<file path="src/rtl/rdc_pkg.sv">
`timescale 1ns / 1ps
// ----------------------------------------------------------------------------
// rdc_pkg
// Types and constants shared by the ROM dialect classifier modules.
// ----------------------------------------------------------------------------
package rdc_pkg;

    // Input item kinds (s_axis_tuser)
    localparam logic [1:0] REQ_WORD  = 2'd0;
    localparam logic [1:0] REQ_BYTE  = 2'd1;
    localparam logic [1:0] REQ_EMPTY = 2'd2;

    // Dialect codes, signed 3 bits
    localparam logic signed [2:0] DIALECT_EMPTY    = -3'sd1;
    localparam logic signed [2:0] DIALECT_BASE     = 3'sd0;
    localparam logic signed [2:0] DIALECT_ALTERNATE = 3'sd1;
    localparam logic signed [2:0] DIALECT_EXTENDED = 3'sd2;

    // Quirk profiles
    localparam logic [1:0] PROFILE_MODERN    = 2'd0;
    localparam logic [1:0] PROFILE_ORIGINAL  = 2'd1;
    localparam logic [1:0] PROFILE_ALTERNATE = 2'd2;

    // Confidence figures (percent)
    localparam logic [6:0] CONF_NEUTRAL   = 7'd55;
    localparam logic [6:0] CONF_EXT_BASE  = 7'd88;
    localparam logic [6:0] CONF_EXT_CAP   = 7'd99;
    localparam logic [6:0] CONF_ALT_BASE  = 7'd62;
    localparam logic [6:0] CONF_ALT_CAP   = 7'd90;
    localparam logic [6:0] CONF_ORIG_BASE = 7'd60;
    localparam logic [6:0] CONF_ORIG_CAP  = 7'd88;

    // Evidence weights
    localparam logic [1:0] WEIGHT_CALL  = 2'd3;
    localparam logic [1:0] WEIGHT_SHIFT = 2'd2;
    localparam logic [1:0] WEIGHT_JUMP  = 2'd3;

    localparam int EXT_W   = 12;
    localparam int SCORE_W = 13;
    localparam logic [EXT_W-1:0]   EXT_MAX   = '1;
    localparam logic [SCORE_W-1:0] SCORE_MAX = '1;

    typedef struct packed {
        logic       ext_hit;
        logic [1:0] orig_add;
        logic [1:0] alt_add;
    } decode_t;

    // Packed so that dialect sits in the lowest bits
    typedef struct packed {
        logic [5:0]         pad;
        logic [SCORE_W-1:0] alternate_hits;
        logic [SCORE_W-1:0] original_hits;
        logic [EXT_W-1:0]   extended_hits;
        logic [6:0]         confidence;
        logic [1:0]         profile;
        logic signed [2:0]  dialect;
    } result_t;

endpackage

</file>
<file path="src/rtl/rdc_decode.sv">
`timescale 1ns / 1ps
// ----------------------------------------------------------------------------
// rdc_decode
// Matches one instruction word against the dialect signatures and returns
// the evidence it adds.
// ----------------------------------------------------------------------------
module rdc_decode (
    input  logic [1:0]           req_type,
    input  logic [15:0]          opcode,
    output rdc_pkg::decode_t     dec
);
    import rdc_pkg::*;

    logic [3:0] top;
    logic [3:0] x;
    logic [3:0] y;
    logic [3:0] n;
    logic [7:0] low;
    logic       is_word;
    logic       ext_match;
    logic       call_match;
    logic       shift_match;
    logic       jump_match;

    assign top = opcode[15:12];
    assign x   = opcode[11:8];
    assign y   = opcode[7:4];
    assign n   = opcode[3:0];
    assign low = opcode[7:0];

    assign is_word = (req_type == REQ_WORD);

    // 00FB..00FF, 00Cn, Dxy0, Fx30/Fx75/Fx85
    assign ext_match = ((opcode[15:8] == 8'h00) && (low >= 8'hFB))
                    || ((opcode & 16'hFFF0) == 16'h00C0)
                    || ((opcode & 16'hF00F) == 16'hD000)
                    || ((top == 4'hF) && (low == 8'h30 || low == 8'h75 || low == 8'h85));

    assign call_match  = (top == 4'h0) && (opcode != 16'h0000)
                      && (opcode != 16'h00E0) && (opcode != 16'h00EE);
    assign shift_match = (top == 4'h8) && (n == 4'h6 || n == 4'hE) && (x != y);
    assign jump_match  = (top == 4'hB) && (x != 4'h0);

    // call and shift have different top nibbles, so at most one applies
    always_comb
    begin
        dec = '0;
        if (is_word)
        begin
            if (ext_match)
            begin
                dec.ext_hit = 1'b1;
            end
            else
            begin
                if (call_match)
                begin
                    dec.orig_add = WEIGHT_CALL;
                end
                else if (shift_match)
                begin
                    dec.orig_add = WEIGHT_SHIFT;
                end
                if (jump_match)
                begin
                    dec.alt_add = WEIGHT_JUMP;
                end
            end
        end
    end

endmodule

</file>
<file path="src/rtl/rdc_accum.sv">
`timescale 1ns / 1ps
// ----------------------------------------------------------------------------
// rdc_accum
// Saturating evidence counters and end-of-image classification.
// ----------------------------------------------------------------------------
module rdc_accum (
    input  logic                 clk,
    input  logic                 rst_n,
    input  logic                 fire,
    input  logic [1:0]           req_type,
    input  logic                 last,
    input  rdc_pkg::decode_t     dec,
    output logic                 emit,
    output rdc_pkg::result_t     result
);
    import rdc_pkg::*;

    logic [EXT_W-1:0]   ext_reg;
    logic [SCORE_W-1:0] orig_reg;
    logic [SCORE_W-1:0] alt_reg;
    logic [EXT_W-1:0]   ext_next;
    logic [SCORE_W-1:0] orig_next;
    logic [SCORE_W-1:0] alt_next;

    logic [EXT_W:0]     ext_sum;
    logic [SCORE_W:0]   orig_sum;
    logic [SCORE_W:0]   alt_sum;
    logic [SCORE_W:0]   ext_conf;
    logic [SCORE_W+2:0] alt_conf;
    logic [SCORE_W+2:0] orig_conf;
    logic               is_empty;

    assign is_empty = (req_type == REQ_EMPTY);
    assign emit     = is_empty || last;

    assign ext_sum  = {1'b0, ext_reg} + (EXT_W + 1)'(dec.ext_hit);
    assign orig_sum = {1'b0, orig_reg} + (SCORE_W + 1)'(dec.orig_add);
    assign alt_sum  = {1'b0, alt_reg} + (SCORE_W + 1)'(dec.alt_add);

    assign ext_next  = ext_sum[EXT_W] ? EXT_MAX : ext_sum[EXT_W-1:0];
    assign orig_next = (orig_sum > {1'b0, SCORE_MAX}) ? SCORE_MAX : orig_sum[SCORE_W-1:0];
    assign alt_next  = (alt_sum > {1'b0, SCORE_MAX}) ? SCORE_MAX : alt_sum[SCORE_W-1:0];

    assign ext_conf  = (SCORE_W + 1)'(CONF_EXT_BASE) + (SCORE_W + 1)'({ext_next, 1'b0});
    assign alt_conf  = (SCORE_W + 3)'(CONF_ALT_BASE) + (SCORE_W + 3)'({alt_next, 2'b00});
    assign orig_conf = (SCORE_W + 3)'(CONF_ORIG_BASE) + (SCORE_W + 3)'({orig_next, 2'b00});

    always_comb
    begin
        result                = '0;
        result.extended_hits  = ext_next;
        result.original_hits  = orig_next;
        result.alternate_hits = alt_next;
        if (is_empty)
        begin
            result.dialect        = DIALECT_EMPTY;
            result.profile        = PROFILE_MODERN;
            result.confidence     = CONF_NEUTRAL;
            result.extended_hits  = '0;
            result.original_hits  = '0;
            result.alternate_hits = '0;
        end
        else if (ext_next != '0)
        begin
            result.dialect    = DIALECT_EXTENDED;
            result.profile    = PROFILE_ALTERNATE;
            result.confidence = (ext_conf > (SCORE_W + 1)'(CONF_EXT_CAP))
                              ? CONF_EXT_CAP : ext_conf[6:0];
        end
        else if ({1'b0, alt_next} >= {1'b0, orig_next} + (SCORE_W + 1)'(2))
        begin
            result.dialect    = DIALECT_ALTERNATE;
            result.profile    = PROFILE_ALTERNATE;
            result.confidence = (alt_conf > (SCORE_W + 3)'(CONF_ALT_CAP))
                              ? CONF_ALT_CAP : alt_conf[6:0];
        end
        else if ({1'b0, orig_next} >= {1'b0, alt_next} + (SCORE_W + 1)'(2))
        begin
            result.dialect    = DIALECT_BASE;
            result.profile    = PROFILE_ORIGINAL;
            result.confidence = (orig_conf > (SCORE_W + 3)'(CONF_ORIG_CAP))
                              ? CONF_ORIG_CAP : orig_conf[6:0];
        end
        else
        begin
            result.dialect    = DIALECT_BASE;
            result.profile    = PROFILE_MODERN;
            result.confidence = CONF_NEUTRAL;
        end
    end

    always_ff @(posedge clk or negedge rst_n)
    begin
        if (!rst_n)
        begin
            ext_reg  <= '0;
            orig_reg <= '0;
            alt_reg  <= '0;
        end
        else if (fire)
        begin
            if (emit)
            begin
                ext_reg  <= '0;
                orig_reg <= '0;
                alt_reg  <= '0;
            end
            else
            begin
                ext_reg  <= ext_next;
                orig_reg <= orig_next;
                alt_reg  <= alt_next;
            end
        end
    end

endmodule

</file>
<file path="src/rtl/rom_dialect_classifier_unit.sv">
`timescale 1ns / 1ps
// ----------------------------------------------------------------------------
// rom_dialect_classifier_unit
// Streams a program image word by word and reports its dialect and quirk
// profile at the end of each image.
// ----------------------------------------------------------------------------
// One instruction word is taken per clock. An item goes into an input
// register, from which it is decoded and folded into the saturating
// counters, and on the item marked last (or an empty-image marker) the
// classification lands in the output register that drives m_axis. The
// output register lets the input side keep taking items while a result
// waits; input stalls only when a second result is due and the first has
// not been taken.
module rom_dialect_classifier_unit (
    input  logic        clk,
    input  logic        rst_n,
    input  logic        s_axis_tvalid,
    output logic        s_axis_tready,
    input  logic [15:0] s_axis_tdata,   // [15:0] opcode
    input  logic [1:0]  s_axis_tuser,   // [1:0] req_type
    input  logic        s_axis_tlast,
    output logic        m_axis_tvalid,
    input  logic        m_axis_tready,
    // [2:0] dialect, [4:3] profile, [11:5] confidence, [23:12] extended_hits,
    // [36:24] original_hits, [49:37] alternate_hits, [55:50] zero
    output logic [55:0] m_axis_tdata
);
    import rdc_pkg::*;

    logic        in_valid_reg;
    logic [1:0]  in_type_reg;
    logic [15:0] in_op_reg;
    logic        in_last_reg;
    logic        out_valid_reg;
    result_t     out_data_reg;

    decode_t     dec;
    result_t     result;
    logic        emit;
    logic        slot_free;
    logic        advance;
    logic        in_load;

    rdc_decode u_decode (
        .req_type (in_type_reg),
        .opcode   (in_op_reg),
        .dec      (dec)
    );

    rdc_accum u_accum (
        .clk      (clk),
        .rst_n    (rst_n),
        .fire     (advance),
        .req_type (in_type_reg),
        .last     (in_last_reg),
        .dec      (dec),
        .emit     (emit),
        .result   (result)
    );

    assign slot_free     = !out_valid_reg || m_axis_tready;
    assign advance       = in_valid_reg && (!emit || slot_free);
    assign s_axis_tready = !in_valid_reg || advance;
    assign in_load       = s_axis_tvalid && s_axis_tready;

    always_ff @(posedge clk or negedge rst_n)
    begin
        if (!rst_n)
        begin
            in_valid_reg <= 1'b0;
        end
        else if (in_load)
        begin
            in_valid_reg <= 1'b1;
        end
        else if (advance)
        begin
            in_valid_reg <= 1'b0;
        end
    end

    always_ff @(posedge clk)
    begin
        if (in_load)
        begin
            in_type_reg <= s_axis_tuser;
            in_op_reg   <= s_axis_tdata;
            in_last_reg <= s_axis_tlast;
        end
    end

    always_ff @(posedge clk or negedge rst_n)
    begin
        if (!rst_n)
        begin
            out_valid_reg <= 1'b0;
        end
        else if (advance && emit)
        begin
            out_valid_reg <= 1'b1;
        end
        else if (m_axis_tready)
        begin
            out_valid_reg <= 1'b0;
        end
    end

    always_ff @(posedge clk)
    begin
        if (advance && emit)
        begin
            out_data_reg <= result;
        end
    end

    assign m_axis_tvalid = out_valid_reg;
    assign m_axis_tdata  = out_data_reg;

endmodule

</file>
<file path="config.mk">
export PLATFORM = sky130hd
export DESIGN_NAME = rom_dialect_classifier_unit
export DESIGN_NICKNAME = d
export VERILOG_FILES = /design/src/rtl/rdc_pkg.sv /design/src/rtl/rdc_decode.sv /design/src/rtl/rdc_accum.sv /design/src/rtl/rom_dialect_classifier_unit.sv
export SDC_FILE = /design/constraint.sdc
export NUM_CORES = 1
export LEC_CHECK = 0
export BUFFER_PORTS_ARGS = -buffer_cell sky130_fd_sc_hd__buf_2
export CORE_MARGIN = 2
export CORE_UTILIZATION = 53
export DETAILED_ROUTE_END_ITERATION = 10
export PLACE_DENSITY = 0.76
export SLEW_MARGIN = 10
export SYNTH_ARGS = -nofsm -noshare
export SYNTH_HDL_FRONTEND = slang
export SYNTH_HIERARCHICAL = 1
export SYNTH_SLANG_ARGS = --single-unit
</file>
<file path="constraint.sdc">
create_clock -name clk -period 5.1 [get_ports clk]
set_clock_uncertainty 0.1 [all_clocks]
set_input_delay 0.765 -clock clk [delete_from_list [all_inputs] [get_ports clk]]
set_output_delay 0.765 -clock clk [all_outputs]
set_load 0.02 [all_outputs]
</file>
# [Yosys cells after proc, flatten, opt, wreduce, memory -nomap -nowiden]
# Index checks and enable logic that the tools add are counted.
[totals] out_inout_bits=58 inputBits=23 elab_cells=102 regBits=109
[classes] addsub=8 n_reduce_logical=34 order_cmp=8 eq_ne=14 muxes=22
[ops] op="12-bit 2-to-1 mux" count=5
[ops] op="13-bit 2-to-1 mux" count=4
[ops] op="6-bit by 15-bit adder with 16-bit output (first input constant)" count=2
[ops] op="16-bit by 7-bit > comparator with 1-bit output (second input constant)" count=2
[ops] op="16-bit by 8-bit inequality test with 1-bit output (second input constant)" count=2
[ops] op="13-bit by 2-bit adder with 14-bit output" count=2
[ops] op="13-bit by 2-bit adder with 14-bit output (second input constant)" count=2
[ops] op="13-bit by 14-bit >= comparator with 1-bit output" count=2
[ops] op="14-bit by 13-bit > comparator with 1-bit output (second input constant)" count=2
[ops] op="7-bit 2-to-1 mux" count=3
[ops] op="4-bit equality test (second input constant)" count=4
[ops] op="8-bit equality test (second input constant)" count=2
[ops] op="16-bit nonzero test" count=1
[ops] op="7-bit by 13-bit adder with 14-bit output (first input constant)" count=1
[ops] op="14-bit by 7-bit > comparator with 1-bit output (second input constant)" count=1
[ops] op="12-bit by 1-bit adder with 13-bit output" count=1
[ops] op="12-bit by 4-bit equality test with 1-bit output (second input constant)" count=1
[ops] op="12-bit nonzero test" count=1
[ops] op="1-bit logical AND" count=11
[ops] op="1-bit logical OR" count=10
[ops] op="8-bit by 6-bit equality test with 1-bit output (second input constant)" count=1
[ops] op="8-bit by 7-bit equality test with 1-bit output (second input constant)" count=1
[ops] op="8-bit >= comparator (second input constant)" count=1
[ops] op="8-bit logical NOT" count=1
[ops] op="14 further kinds" count=23

# [Depth between registers and ports, before layout]
[depth] word_depth=17 mapped_depth=26 mapped_depth_nobuf=24

# [By module]
# Netlist, hierarchy kept.
[by_module_without_submodules] module="rdc_accum" seq_area_each_um2=950.9 area_each_um2=5051.1 cells_each=663 n_inst=1
[by_module_without_submodules] module="rom_dialect_classifier_unit" seq_area_each_um2=2302.2 area_each_um2=2369.8 cells_each=85 n_inst=1
[by_module_without_submodules] module="rdc_decode" seq_area_each_um2=0.0 area_each_um2=290.3 cells_each=44 n_inst=1

# [Worst setup path after synthesis]
# Ideal clock, no wire load.
[synth_timing] path_kind="reg2reg" from="reg in_op_reg[12]" to="reg out_data_reg (netlist bit m_axis_tdata[8]) (data pin)" path_stages_with_launch=26 period_less_slack_ps=5516 setup_time_ps=258 n_path_buf=1 required_ps=4742 path_slack_ps=-416 arrival_ps=5158 path_cell_list="edfxtp_1 -> or4_1 -> or3b_1 -> o21ai_2 -> nor4_1 -> and2_1 -> ha_1 -> fa_1 -> buf_2 -> xor2_1 -> nor2_1 -> inv_1 -> ha_1 -> o21ai_0 -> nor3_1 -> xnor2_1 -> ha_1 -> a21o_1 -> a21oi_1 -> o22ai_1 -> o21bai_1 -> o211ai_1 -> o21ai_1 -> and2_1 -> a31oi_1 -> o221a_1"
[synth_rtl] element="start: declaration" line_no="rom_dialect_classifier_unit.sv:32" source="logic [15:0] in_op_reg;"
[synth_rtl] element="start signal: assignment" line_no="rom_dialect_classifier_unit.sv:87" source="in_op_reg <= s_axis_tdata;"
[synth_rtl] element="end signal: assignment" line_no="rom_dialect_classifier_unit.sv:112" source="out_data_reg <= result;"
[synth_rtl] element="end: declaration" line_no="rom_dialect_classifier_unit.sv:35" source="result_t out_data_reg;"

==> flow_summary.toml <==
[logic_synthesis]
synth_flop_cell = "edfxtp_1"
synth-seq-area-share = 0.4219
synth.avg_cell_area_um2 = 9.736
netlist_instances = 792
async_reset_ff_frac = 0.3478
synth.most_common_cell = "nor2_1"
yosysTopAreaCellShare = 0.2921
ys_ff_latch = 115
synth_area_leaders = "edfxtp_1 29%, dfrtp_1 13%, ha_1 6.2%, nor2_1 4.0%, xnor2_1 4.0%"
synth_top_area_cell = "edfxtp_1"
synth_edf_count = 75
yosys_warnings = 6
syn_area_mm2 = 0.007711
netlist_top_cells_count = "83 x nor2_1, 75 x edfxtp_1, 59 x inv_1, 46 x nand2_1, 40 x dfrtp_1"
ys_types = 100

[drt]
antenna_left = 0
drt_iter0_markers = 673
dr.pass1.iters = 6
drt-total-wl_mm = 21.99
viasPerCell = 6.021
vias = 7310
drc = 0
routedWlPerCell_um = 18.11

[critical_path]
cp_num_buf_inv = 4
cp.arrival_ns = 5.66
critPathCaptureType = "flop"
cp.required_ns = 5.18
cp_slowest_cell = "or4_4"
worstSetupPathType = "reg2reg"
crit_path_max_fanout = 5
crit_family = "simple AND/OR/NAND/NOR gates"
startpoint_type = "flop"
cp_slowest_stage_delay_ns = 0.55

[pwr]
power_density_mw_per_mm2 = 235.4
leakagePower_nw = 4.435
p_total_mw = 2.442
peakVddDrop_mv = 0.2532

[placed_design]
port_buffers = 80
gp_congestion = 0.9481
hpwl_mm = 14.79

[floorplan]
fp.dieH_um = 124.6
start_util = 0.5367
core_mm2 = 0.01437
ioPinCount = 81
num_rows = 44
die_area_mm2 = 0.01553
fp.dieW_um = 124.6

[run_status]
violations = "setup timing"
status = "finished, violations left"

[clock_network]
ctsHtreeMaxLevel = 4
clk_pin_slew_ns = 0.06
clkLatencyLatePin_ns = 0.43
clockRootBuffer = "clkbuf_16"
cts.path.max_buffers = 2
cts_sinks = 115
cts_tree = "yes"
cts-buffers-inserted = 17
hold_buffers = 0

[timing]
slew_violations = 0
hold_viol_final = 0
setup-tns-final_ns = -3.780
max_freq_mhz = 179.3
final.min_clock_period_ns = 5.577
setup_ws_ns = -0.4771
slew_headroom = 0.3171
tightestPinTransition_ns = 1.024
rsz0062_at_grt = "yes"
fin_crit_sh = 1.094
whs_ns = 0.4050
finalSetupViolations = 10

[layout]
drive_above_1_share = 0.3709
antenna_cells = 0
area_delta_synth_final_pct = 34.50
largest_reg_flops = 56
final_nets = 1080
fin_util = 0.7218
n_fill_cell = 988

[global_route]
grt_start_max_net_pins = 46
grt_pass1_wl_mm = 34.51
grt_pass1_vias = 7044
antenna_found_initial = 0
grt_overflow = 0
track_usage = 0.2770

[hold_path]
hold_path_class = "in2reg"

[job]
cap_violations = 0
[area by class of cell]
| class | count | area (um^2) | area share |
|---|---|---|---|
| Clock buffer | 19 | 452.9 | 0.04367 |
| Clock inverter | 13 | 110.1 | 0.01062 |
| Inverter | 66 | 247.7 | 0.02389 |
| Multi-Input combinational cell | 581 | 4447 | 0.4288 |
| Sequential cell | 115 | 3253 | 0.3137 |
| Tap cell | 184 | 230.2 | 0.02220 |
| Timing Repair Buffer | 236 | 1630 | 0.1572 |
[per-layer routing]
layer	vias up	track usage	wire (um)
li1	3396	-	-
met1	3511	0.3652	9194
met2	353	0.4458	10840
met3	50	0.06959	1431
met4	0	0.09782	524
met5	-	0	0
[layout by cell type, fill, tap and decap left out, drive strengths merged, types with 28 or more instances in the layout]
cell and instances:
a21oi 36, ha 38, dfrtp 40, nand2 47, inv 67, o22ai 34
nor2 83, nand3 30, o21ai 28, xnor2 35, edfxtp 75, buf 236
[timing repair]
item,in CTS,in global routing
buffers inserted,15,9
cloned,0,0
pin swaps,21,11
resized for setup,33,32
endpoints found under the setup margin,10,10
[logic make-up after synthesis]
| family | Yosys count | synth area share |
|---|---|---|
| adders and majority gates | 41 | 0.06815 |
| buffers and inverters | 101 | 0.05647 |
| AOI/OAI and AO/OA | 179 | 0.1624 |
| DFF | 115 | 0.4219 |
| other | 1 | 0.0004863 |
| xor gates and xnor gates | 46 | 0.05225 |
| muxes | 15 | 0.02304 |
| and+or+nand+nor | 294 | 0.2153 |
[path summary, 6_finish.rpt]
path | cells past startpoint | from | slack [ns] | endpoint
worst max-delay path | 27 | in_op_reg[14]$_DFFE_PP_ | -0.48 | m_axis_tdata[9]$_DFFE_PP_
worst min-delay path | 1 | s_axis_tdata[8] | 0.40 | in_op_reg[8]$_DFFE_PP_
worst max register to register | 27 | in_op_reg[14]$_DFFE_PP_ | -0.48 | m_axis_tdata[9]$_DFFE_PP_
worst min register to register | 2 | u_accum/alt_reg[0]$_DFFE_PN0P_ | 0.46 | u_accum/alt_reg[0]$_DFFE_PN0P_
max in group asynchronous | 1 | rst_n | 3.85 | u_accum/ext_reg[7]$_DFFE_PN0P_
min in group asynchronous | 1 | rst_n | 0.41 | u_accum/orig_reg[10]$_DFFE_PN0P_
[where the power goes]
part           internal (mW)  total, mW  switching, mW  leakage (nW)
registers               1.04       1.06         0.0166          1.27
clock network          0.690       1.13          0.444         0.270
logic                 0.0901      0.250          0.160          2.90
[stage by stage]
| stage | instances | instance area [um^2] | setup slack (ns) |
|---|---|---|---|
| after floorplan | 797 | 7849 | -0.02072 |
| after global placement | 1160 | 9339 | -0.4941 |
| after detailed placement | 1160 | 9339 | -0.5059 |
| after CTS | 1207 | 10170 | -0.2331 |
| after global routing | 1214 | 10370 | -0.6634 |
| final | 1214 | 10370 | -0.4771 |
No activity file was read; power rests on OpenSTA's default activity.
